### config.mk
export PLATFORM = sky130hd
export DESIGN_NAME = battery_charge_percent_estimator_unit
export DESIGN_NICKNAME = d
export VERILOG_FILES = /design/src/rtl/bcpe_pkg.sv /design/src/rtl/battery_charge_percent_estimator_unit.sv
export SDC_FILE = /design/constraint.sdc
export NUM_CORES = 1
export LEC_CHECK = 0
export BUFFER_PORTS_ARGS = -buffer_cell sky130_fd_sc_hd__buf_4
export CAP_MARGIN = 20
export CORE_MARGIN = 8
export CORE_UTILIZATION = 45
export DETAILED_ROUTE_END_ITERATION = 8
export PLACE_DENSITY = 0.66
export SYNTH_ARGS = -nofsm -noshare
export SYNTH_HDL_FRONTEND = slang
export SYNTH_SLANG_ARGS = --single-unit
### constraint.sdc
create_clock -name clk_i -period 6.1 [get_ports clk_i]
set_input_delay 1.83 -clock clk_i [delete_from_list [all_inputs] [get_ports clk_i]]
set_output_delay 1.83 -clock clk_i [all_outputs]
set_load 0.01 [all_outputs]
### src/rtl/bcpe_pkg.sv
// Shared types, constants and curve tables for the battery charge percent estimator.
package bcpe_pkg;

  localparam int unsigned SenseW   = 12;
  localparam int unsigned MvW      = 16;
  localparam int unsigned PctW     = 7;
  localparam int unsigned CfgIdxW  = 2;
  localparam int unsigned CfgDataW = 16;

  localparam int unsigned CurvePoints = 15;
  localparam int unsigned SegW        = 4;   // holds 0..CurvePoints
  localparam int unsigned AboveW      = 8;   // offset inside one segment, below 150
  localparam int unsigned PspanW      = 4;   // percent rise of one segment, at most 10
  localparam int unsigned ProdW       = 11;  // offset times percent rise, below 1500
  localparam int unsigned RecipW      = 12;  // floor(2^16 / span)
  localparam int unsigned RecipShift  = 16;
  localparam int unsigned QuotW       = 4;   // quotient, at most 10

  localparam logic [SenseW-1:0] ThresholdReset = SenseW'(100);
  localparam logic [MvW-1:0]    EmptyReset     = MvW'(3300);
  localparam logic [MvW-1:0]    FullReset      = MvW'(4200);

  localparam logic [PctW-1:0] PctOne  = PctW'(1);
  localparam logic [PctW-1:0] PctFull = PctW'(100);
  localparam logic [PctW-1:0] PctZero = PctW'(0);

  typedef enum logic [CfgIdxW-1:0] {
    CFG_CHARGE_THRESHOLD = 2'd0,
    CFG_EMPTY_MV         = 2'd1,
    CFG_FULL_MV          = 2'd2
  } cfg_idx_e;

  // How the final percent is formed.
  typedef enum logic [1:0] {
    KIND_CHARGE = 2'd0,
    KIND_ONE    = 2'd1,
    KIND_FULL   = 2'd2,
    KIND_CURVE  = 2'd3
  } kind_e;

  typedef struct packed {
    logic [SenseW-1:0] sense_sample;
    logic [MvW-1:0]    pack_mv;
  } in_t;

  typedef struct packed {
    logic            on_charge;
    logic [PctW-1:0] percent;
  } out_t;

  // Constants of one curve segment, addressed by the index of its upper point.
  typedef struct packed {
    logic [MvW-1:0]    base_mv;
    logic [PctW-1:0]   base_pct;
    logic [AboveW-1:0] span;
    logic [PspanW-1:0] pspan;
    logic [RecipW-1:0] recip;
  } seg_t;

  function automatic logic [MvW-1:0] curve_mv(input logic [SegW-1:0] idx);
    logic [MvW-1:0] mv;
    case (idx)
      4'd0:    mv = 16'd3300;
      4'd1:    mv = 16'd3400;
      4'd2:    mv = 16'd3550;
      4'd3:    mv = 16'd3650;
      4'd4:    mv = 16'd3700;
      4'd5:    mv = 16'd3740;
      4'd6:    mv = 16'd3760;
      4'd7:    mv = 16'd3780;
      4'd8:    mv = 16'd3800;
      4'd9:    mv = 16'd3850;
      4'd10:   mv = 16'd3900;
      4'd11:   mv = 16'd3950;
      4'd12:   mv = 16'd4000;
      4'd13:   mv = 16'd4100;
      4'd14:   mv = 16'd4200;
      default: mv = 16'hFFFF;
    endcase
    return mv;
  endfunction

  function automatic seg_t seg_lookup(input logic [SegW-1:0] seg);
    seg_t s;
    case (seg)
      4'd1:    s = '{16'd3300, 7'd0,  8'd100, 4'd3,  12'd655};
      4'd2:    s = '{16'd3400, 7'd3,  8'd150, 4'd4,  12'd436};
      4'd3:    s = '{16'd3550, 7'd7,  8'd100, 4'd5,  12'd655};
      4'd4:    s = '{16'd3650, 7'd12, 8'd50,  4'd6,  12'd1310};
      4'd5:    s = '{16'd3700, 7'd18, 8'd40,  4'd7,  12'd1638};
      4'd6:    s = '{16'd3740, 7'd25, 8'd20,  4'd7,  12'd3276};
      4'd7:    s = '{16'd3760, 7'd32, 8'd20,  4'd8,  12'd3276};
      4'd8:    s = '{16'd3780, 7'd40, 8'd20,  4'd8,  12'd3276};
      4'd9:    s = '{16'd3800, 7'd48, 8'd50,  4'd7,  12'd1310};
      4'd10:   s = '{16'd3850, 7'd55, 8'd50,  4'd7,  12'd1310};
      4'd11:   s = '{16'd3900, 7'd62, 8'd50,  4'd8,  12'd1310};
      4'd12:   s = '{16'd3950, 7'd70, 8'd50,  4'd10, 12'd1310};
      4'd13:   s = '{16'd4000, 7'd80, 8'd100, 4'd10, 12'd655};
      4'd14:   s = '{16'd4100, 7'd90, 8'd100, 4'd10, 12'd655};
      default: s = '{16'd0,    7'd0,  8'd1,   4'd0,  12'd0};
    endcase
    return s;
  endfunction

endpackage

### src/rtl/battery_charge_percent_estimator_unit.sv
// Top level of the battery charge percent estimator: a four-stage pipeline.
//
//   channel  | valid        | stall        | payload
//   ---------+--------------+--------------+--------------------------------------
//   input    | in_valid_i   | in_stall_o   | in_data_i  (sense_sample, pack_mv)
//   output   | out_valid_o  | out_stall_i  | out_data_o (on_charge, percent)
//   config   | cfg_we_i     | (none)       | cfg_idx_i, cfg_wdata_i
//
// Each accepted item moves from the stage 1 register through stages 2 and 3 to the output register,
// and the pipeline accepts one item in every cycle while the output is not stalled.
// The depth is set by the interpolation: segment search, offset multiply,
// reciprocal multiply, then remainder correction and final selection.
// Reset clears the stage valid bits and loads the window registers with
// 100, 3300 mV and 4200 mV. A stalled output holds its item, and each stage
// holds while the one after it is full and cannot move, so no item is lost.
module battery_charge_percent_estimator_unit (
  input  logic                                 clk_i,
  input  logic                                 rst_ni,
  input  logic                                 cfg_we_i,
  input  logic [bcpe_pkg::CfgIdxW-1:0]         cfg_idx_i,
  input  logic [bcpe_pkg::CfgDataW-1:0]        cfg_wdata_i,
  input  logic                                 in_valid_i,
  output logic                                 in_stall_o,
  input  bcpe_pkg::in_t                        in_data_i,
  output logic                                 out_valid_o,
  input  logic                                 out_stall_i,
  output bcpe_pkg::out_t                       out_data_o
);
  import bcpe_pkg::*;

  // Configuration registers.
  logic [SenseW-1:0] thr_q;
  logic [MvW-1:0]    empty_q;
  logic [MvW-1:0]    full_q;

  always_ff @(posedge clk_i or negedge rst_ni) begin
    if (!rst_ni) begin
      thr_q   <= ThresholdReset;
      empty_q <= EmptyReset;
      full_q  <= FullReset;
    end else if (cfg_we_i) begin
      case (cfg_idx_i)
        CFG_CHARGE_THRESHOLD: thr_q   <= cfg_wdata_i[SenseW-1:0];
        CFG_EMPTY_MV:         empty_q <= cfg_wdata_i;
        CFG_FULL_MV:          full_q  <= cfg_wdata_i;
        default:              ;
      endcase
    end
  end

  // Stage valid bits and the ready chain. A stage may load when it is empty
  // or when its item moves on in the same cycle.
  logic s1_valid_q, s2_valid_q, s3_valid_q, out_valid_q;
  logic rdy1, rdy2, rdy3, rdy4;

  assign rdy4       = !out_valid_q || !out_stall_i;
  assign rdy3       = !s3_valid_q || rdy4;
  assign rdy2       = !s2_valid_q || rdy3;
  assign rdy1       = !s1_valid_q || rdy2;
  assign in_stall_o = !rdy1;

  always_ff @(posedge clk_i or negedge rst_ni) begin
    if (!rst_ni) begin
      s1_valid_q  <= 1'b0;
      s2_valid_q  <= 1'b0;
      s3_valid_q  <= 1'b0;
      out_valid_q <= 1'b0;
    end else begin
      if (rdy1) s1_valid_q  <= in_valid_i;
      if (rdy2) s2_valid_q  <= s1_valid_q;
      if (rdy3) s3_valid_q  <= s2_valid_q;
      if (rdy4) out_valid_q <= s3_valid_q;
    end
  end

  // Stage 1: classify the item and find the curve segment. The segment index
  // is the number of curve points at or below the pack voltage; zero means
  // below the curve and the full count means at or above its top.
  logic [CurvePoints-1:0] at_or_above;
  logic [SegW-1:0]        seg_d;
  kind_e                  kind1_d;

  always_comb begin
    for (int i = 0; i < CurvePoints; i++) begin
      at_or_above[i] = in_data_i.pack_mv >= curve_mv(SegW'(i));
    end
    seg_d = SegW'($countones(at_or_above));
    if (in_data_i.sense_sample < thr_q) begin
      kind1_d = KIND_CHARGE;
    end else if (full_q <= empty_q || in_data_i.pack_mv <= empty_q) begin
      kind1_d = KIND_ONE;
    end else if (in_data_i.pack_mv >= full_q) begin
      kind1_d = KIND_FULL;
    end else if (seg_d == '0) begin
      kind1_d = KIND_ONE;
    end else if (seg_d == SegW'(CurvePoints)) begin
      kind1_d = KIND_FULL;
    end else begin
      kind1_d = KIND_CURVE;
    end
  end

  kind_e          kind1_q;
  logic [SegW-1:0] seg1_q;
  logic [MvW-1:0]  mv1_q;

  always_ff @(posedge clk_i) begin
    if (rdy1) begin
      kind1_q <= kind1_d;
      seg1_q  <= seg_d;
      mv1_q   <= in_data_i.pack_mv;
    end
  end

  // Stage 2: offset into the segment times the segment's percent rise.
  seg_t              seg1_info;
  logic [MvW-1:0]    above_full;
  logic [ProdW-1:0]  prod2_d;

  always_comb begin
    seg1_info  = seg_lookup(seg1_q);
    above_full = mv1_q - seg1_info.base_mv;
    prod2_d    = ProdW'(above_full[AboveW-1:0] * seg1_info.pspan);
  end

  kind_e            kind2_q;
  logic [SegW-1:0]  seg2_q;
  logic [ProdW-1:0] prod2_q;

  always_ff @(posedge clk_i) begin
    if (rdy2) begin
      kind2_q <= kind1_q;
      seg2_q  <= seg1_q;
      prod2_q <= prod2_d;
    end
  end

  // Stage 3: estimate the quotient by the floor reciprocal of the span. The
  // estimate is the true quotient or one less.
  seg_t                          seg2_info;
  logic [ProdW+RecipW-1:0]       recip_prod;
  logic [QuotW-1:0]              q3_d;

  always_comb begin
    seg2_info  = seg_lookup(seg2_q);
    recip_prod = (ProdW+RecipW)'(prod2_q * seg2_info.recip);
    q3_d       = recip_prod[RecipShift+QuotW-1:RecipShift];
  end

  kind_e            kind3_q;
  logic [SegW-1:0]  seg3_q;
  logic [ProdW-1:0] prod3_q;
  logic [QuotW-1:0] q3_q;

  always_ff @(posedge clk_i) begin
    if (rdy3) begin
      kind3_q <= kind2_q;
      seg3_q  <= seg2_q;
      prod3_q <= prod2_q;
      q3_q    <= q3_d;
    end
  end

  // Stage 4: correct the quotient from the remainder, add the segment base,
  // floor at one and pick the result for the item's kind.
  seg_t              seg3_info;
  logic [ProdW:0]    back_prod;
  logic [ProdW:0]    rem;
  logic [QuotW-1:0]  quot;
  logic [PctW-1:0]   curve_pct;
  out_t              out_d;

  always_comb begin
    seg3_info = seg_lookup(seg3_q);
    back_prod = (ProdW+1)'(q3_q * seg3_info.span);
    rem       = {1'b0, prod3_q} - back_prod;
    quot      = (rem >= (ProdW+1)'(seg3_info.span)) ? q3_q + QuotW'(1) : q3_q;
    curve_pct = seg3_info.base_pct + PctW'(quot);
    if (curve_pct == PctZero) curve_pct = PctOne;
    out_d.on_charge = 1'b0;
    case (kind3_q)
      KIND_CHARGE: begin
        out_d.on_charge = 1'b1;
        out_d.percent   = PctZero;
      end
      KIND_ONE:   out_d.percent = PctOne;
      KIND_FULL:  out_d.percent = PctFull;
      KIND_CURVE: out_d.percent = curve_pct;
      default:    out_d.percent = PctOne;
    endcase
  end

  out_t out_q;

  always_ff @(posedge clk_i) begin
    if (rdy4) out_q <= out_d;
  end

  assign out_valid_o = out_valid_q;
  assign out_data_o  = out_q;

  // The charging sentinel is the only zero percent.
  a_charge_zero: assert property (@(posedge clk_i) disable iff (!rst_ni)
    out_valid_o && out_data_o.on_charge |-> out_data_o.percent == PctZero)
    else $error("charging item carries a nonzero percent");

  a_pct_range: assert property (@(posedge clk_i) disable iff (!rst_ni)
    out_valid_o && !out_data_o.on_charge |->
      out_data_o.percent >= PctOne && out_data_o.percent <= PctFull)
    else $error("discharging percent out of range");

  // The reciprocal estimate never exceeds the segment's percent rise.
  a_quot_bound: assert property (@(posedge clk_i) disable iff (!rst_ni)
    s3_valid_q && kind3_q == KIND_CURVE |-> q3_q <= seg3_info.pspan)
    else $error("quotient estimate exceeds segment rise");

  // A full stage that cannot move keeps its item.
  a_s3_hold: assert property (@(posedge clk_i) disable iff (!rst_ni)
    s3_valid_q && !rdy4 |=> s3_valid_q && $stable(q3_q) && $stable(kind3_q))
    else $error("stalled stage dropped or changed its item");

endmodule
==> metrics.csv <==
metric;value;unit
#FFs+latches synth;145;
drt wl/cell;14.9;um
Iter 0 DRT Violations;400;
Power per Cell Area;592;mW/mm^2
Root Buffer;clkbuf_16;
CTS clk-pin slew, worst paths;0.06;ns
I/O Buffers;60;
layer with the highest usage;met2;
I/O pins;61;
clk_skew;0.0107;ns
worst-margin pin slew;1.08;ns
crit path cell chain;buf_4 -> or2_4 -> or3_4 -> o21ai_1 -> a21o_1 -> nand2_1 -> fa_1 -> fa_1 -> fa_1 -> fa_1 -> inv_2 -> fa_2 -> fa_2 -> nand2_2 -> o21a_4 -> inv_8 -> buf_6 -> nor2_4 -> a21oi_1 -> a221o_1;
prevailing post-synth register cell;edfxtp_1;
Global Route Usage Sum;0.170;
crit path capture type;flip-flop;
switching share of power;0.463;
nets;1944;
Avg Inst Size Synth;9.64;sq um
worst hold slack;0.428;ns
largest net degree at the start of global routing;49;
Via density;5.15;
outcome;finished with violations;
area leader, netlist;fa_1;
P_int;0.00525;W
Via Count;10300;
CP max stage cell;fa_1;
top cell type's share of synthesized area;0.186;
most used cell, CP;fa_1;
Final Cycle Share;1.03;
Initial Util;0.459;
Clk pwr share;0.104;
startpoint types;input port;
Mapped Nets;1820;
max-cap viol count;0;
critical path's largest stage delay;0.56;ns
drt first pass iters;5;
dominant cells by area after synthesis;fa_1 (19%), ha_1 (16%), edfxtp_1 (13%);
Max VDD drop;0.534;mV
register share of total power;0.175;
Synth warnings;0;
crit path DAT;6.62;ns
Rel. slew slack;0.261;
pre-CTS setup slack;-0.817;ns
hold crit path type;flip-flop to flip-flop;
Sink Count;145;
Final Worst Setup Slack;-0.206;ns
total CTS buffers;17;
share of cells above drive strength 1;0.196;
DRC violations left;0;
Post-CTS Hold Buffers;0;
TritonCTS clock tree;built;
Area Growth Syn to Fin;17.2;%
Sw Pwr;0.00453;W
global-route wire length before repair;51800;um
P_leak;7.82;nW
total gr overflow;0;
worst-path fanout max;7;
Comb pwr share;0.721;
synthesized area;0.0141;sq mm
Hold Vio Cnt, Final;0;
met2 Track Usage GR;0.308;
DP HPWL;24000;um
Filler cells;2769;
RSZ-0062 raised after global routing;yes;
initial antenna violation count;0;
fmax;0.159;GHz
failing checks;negative setup slack;
final setup fails;11;
sequential fraction of the synthesis area;0.267;
Antenna diodes;0;
Die Ht;193;um
Clock Latency Late Sink;0.43;ns
Core Util, Final;0.538;
Setup CP Type;input port to flip-flop;
Synth cell types;74;
CTS Buffer Depth;2;
CP Data Required Time;6.41;ns
Max Slew Vio Count;0;
GR Util met1;0.202;
Die X;193;um
number of flops mapped to enable cells by yosys;60;
number of global-route vias before repair;11100;
Final Instance Area;0.0165;sq mm
Core Rows;64;
routability cong.;0.872;
Die ar.;0.0372;sq mm
Final ANT Viol Nets;0;
Post-Route WL;29800;um
Tmin final;6.31;ns
FFs w/ async S/R, synth;0.331;
H-tree Lvls;4;
Synth Instances;1461;
Post-DP Area;0.0155;sq mm
Core Region;0.0307;sq mm
met3 GRT Util;0.0325;
==> worst max-delay path: cells and delay by family <==
kind            cells  cell delay, ns
fa+ha+maj           6            2.81
compound gates      5            0.80
buf+inv             4            0.33
simple gates        5            0.83
==> cell usage after synthesis, types with 3 or more instances <==
library cell    n
a221oi_1        3
nand2_1       154
buf_2           5
xor2_1         16
a21o_1         26
nor3b_1         3
nand3b_1        5
xnor2_1        32
inv_1         237
nor3_1         16
a31oi_1         9
o21bai_1        6
o21ai_1         9
dfxtp_1        37
o22ai_1         3
mux2i_1        10
dfstp_2        13
o211ai_1        4
and2_1         82
clkbuf_1       38
a211oi_1       10
mux2_2         36
ha_1          177
nor2_1         41
nor4_1          6
or2_2           3
fa_1          131
o21ai_0        60
nand3_1        14
nor2b_1        12
and2_2          4
o31ai_1         4
nand2b_1       13
edfxtp_1       60
nand4_1        12
o2111ai_1       4
a21oi_1        75
dfrtp_1        35
a31o_2          3
o21a_1         11
==> logic make-up (layout without fill, tap and decap cells) <==
| logic type | Yosys count | count (layout) | synth area share |
|---|---|---|---|
| compound gates | 247 | 247 | 0.109 |
| flops | 145 | 145 | 0.267 |
| xor+xnor | 48 | 48 | 0.0299 |
| buf+inv | 283 | 420 | 0.0769 |
| fa+ha+maj | 308 | 308 | 0.343 |
| simple gates | 382 | 382 | 0.136 |
| mux | 48 | 48 | 0.0378 |
==> power groups by stage <==
stage	clock, W	combinational, W	sequential (W)
floorplan	0	0.00488	0.00149
global placement	0	0.00623	0.00173
detailed placement	0	0.00640	0.00173
CTS	0.00104	0.00674	0.00171
global route	0.00108	0.00818	0.00176
finish	0.00102	0.00705	0.00171
==> area by class of cell <==
| type | instances | area [sq um] | area share |
|---|---|---|---|
| multi-input cells | 1033 | 9610 | 0.582 |
| flip-flops and latches | 145 | 3760 | 0.228 |
| repair buffers | 150 | 1170 | 0.0708 |
| inverters | 238 | 901 | 0.0546 |
| well taps | 396 | 495 | 0.0300 |
| clock buffers | 17 | 425 | 0.0258 |
| clock inverters | 15 | 148 | 0.00895 |
==> registers in the layout (all words and copies together), names as in the netlist <==
| signal | cells |
|---|---|
| s3_valid_q | 1 |
| seg2_info | 11 |
| full_q | 16 |
| mv1_q | 8 |
| s2_valid_q | 1 |
| prod3_q | 11 |
| kind3_q | 2 |
| kind2_q | 2 |
| seg3_info | 15 |
| thr_q | 12 |
| prod2_q | 11 |
| seg2_q | 4 |
| empty_q | 16 |
| q3_q | 4 |
| out_data_o | 8 |
| seg1_q | 4 |
| s1_valid_q | 1 |
| seg3_q | 4 |
| seg1_info | 11 |
| kind1_q | 2 |
| out_valid_o | 1 |
==> placed cells by master, fill, tap and decap left out, types with 9 or more instances in the layout <==
| master | instances |
|---|---|
| inv_1 | 234 |
| ha_1 | 166 |
| nand2_1 | 148 |
| buf_4 | 141 |
| fa_1 | 128 |
| and2_1 | 82 |
| a21oi_1 | 67 |
| edfxtp_1 | 60 |
| o21ai_0 | 50 |
| nor2_1 | 37 |
| dfxtp_1 | 37 |
| mux2_2 | 36 |
| dfrtp_1 | 35 |
| xnor2_1 | 29 |
| a21o_1 | 26 |
| clkbuf_16 | 17 |
| xor2_1 | 15 |
| nand3_1 | 14 |
| nor3_1 | 14 |
| o21ai_1 | 14 |
| nand2b_1 | 13 |
| dfstp_2 | 13 |
| nand4_1 | 12 |
| o21a_1 | 10 |
| nor2b_1 | 10 |
| a211oi_1 | 9 |
| mux2i_1 | 9 |
==> path summary, 6_finish.rpt <==
check / startpoint / to / slack, ns / cells after the start
hold / removal: kind2_q[1] / kind3_q[1] / 0.43 / 0
hold reg to reg: kind2_q[1] / kind3_q[1] / 0.43 / 0
min in group asynchronous: rst_ni / thr_q[7] / 1.42 / 1
max in group asynchronous: rst_ni / s3_valid_q / 4.27 / 1
setup reg to reg: q3_q[2] / out_data_o[0] / 0.24 / 28
setup / recovery: in_data_i[3] / seg1_info[38] / -0.21 / 20
==> metrics by stage <==
stage / setup TNS (ns) / power (W) / std cells
after floorplan: -4.56 / 0.00637 / 1461
after global placement: -8.77 / 0.00796 / 1949
after detailed placement: -10.23 / 0.00813 / 1949
after CTS: -2.33 / 0.00949 / 1991
after global routing: -3.60 / 0.0110 / 1994
final: -1.57 / 0.00978 / 1994
==> layer usage <==
metal / vias up / share of wire
met4: 0 / 0.023
met3: 47 / 0.036
li1: 5088 / -
met1: 4978 / 0.43
met2: 165 / 0.51
met5: - / 0
==> repair_timing <==
action                     CTS  global route
pin swaps                   36            46
gates resized for setup     37            43
setup buffers               11             2
setup endpoints to repair   16            17
cloned                       0             0
Note: power is estimated with default switching activity, not from simulation.
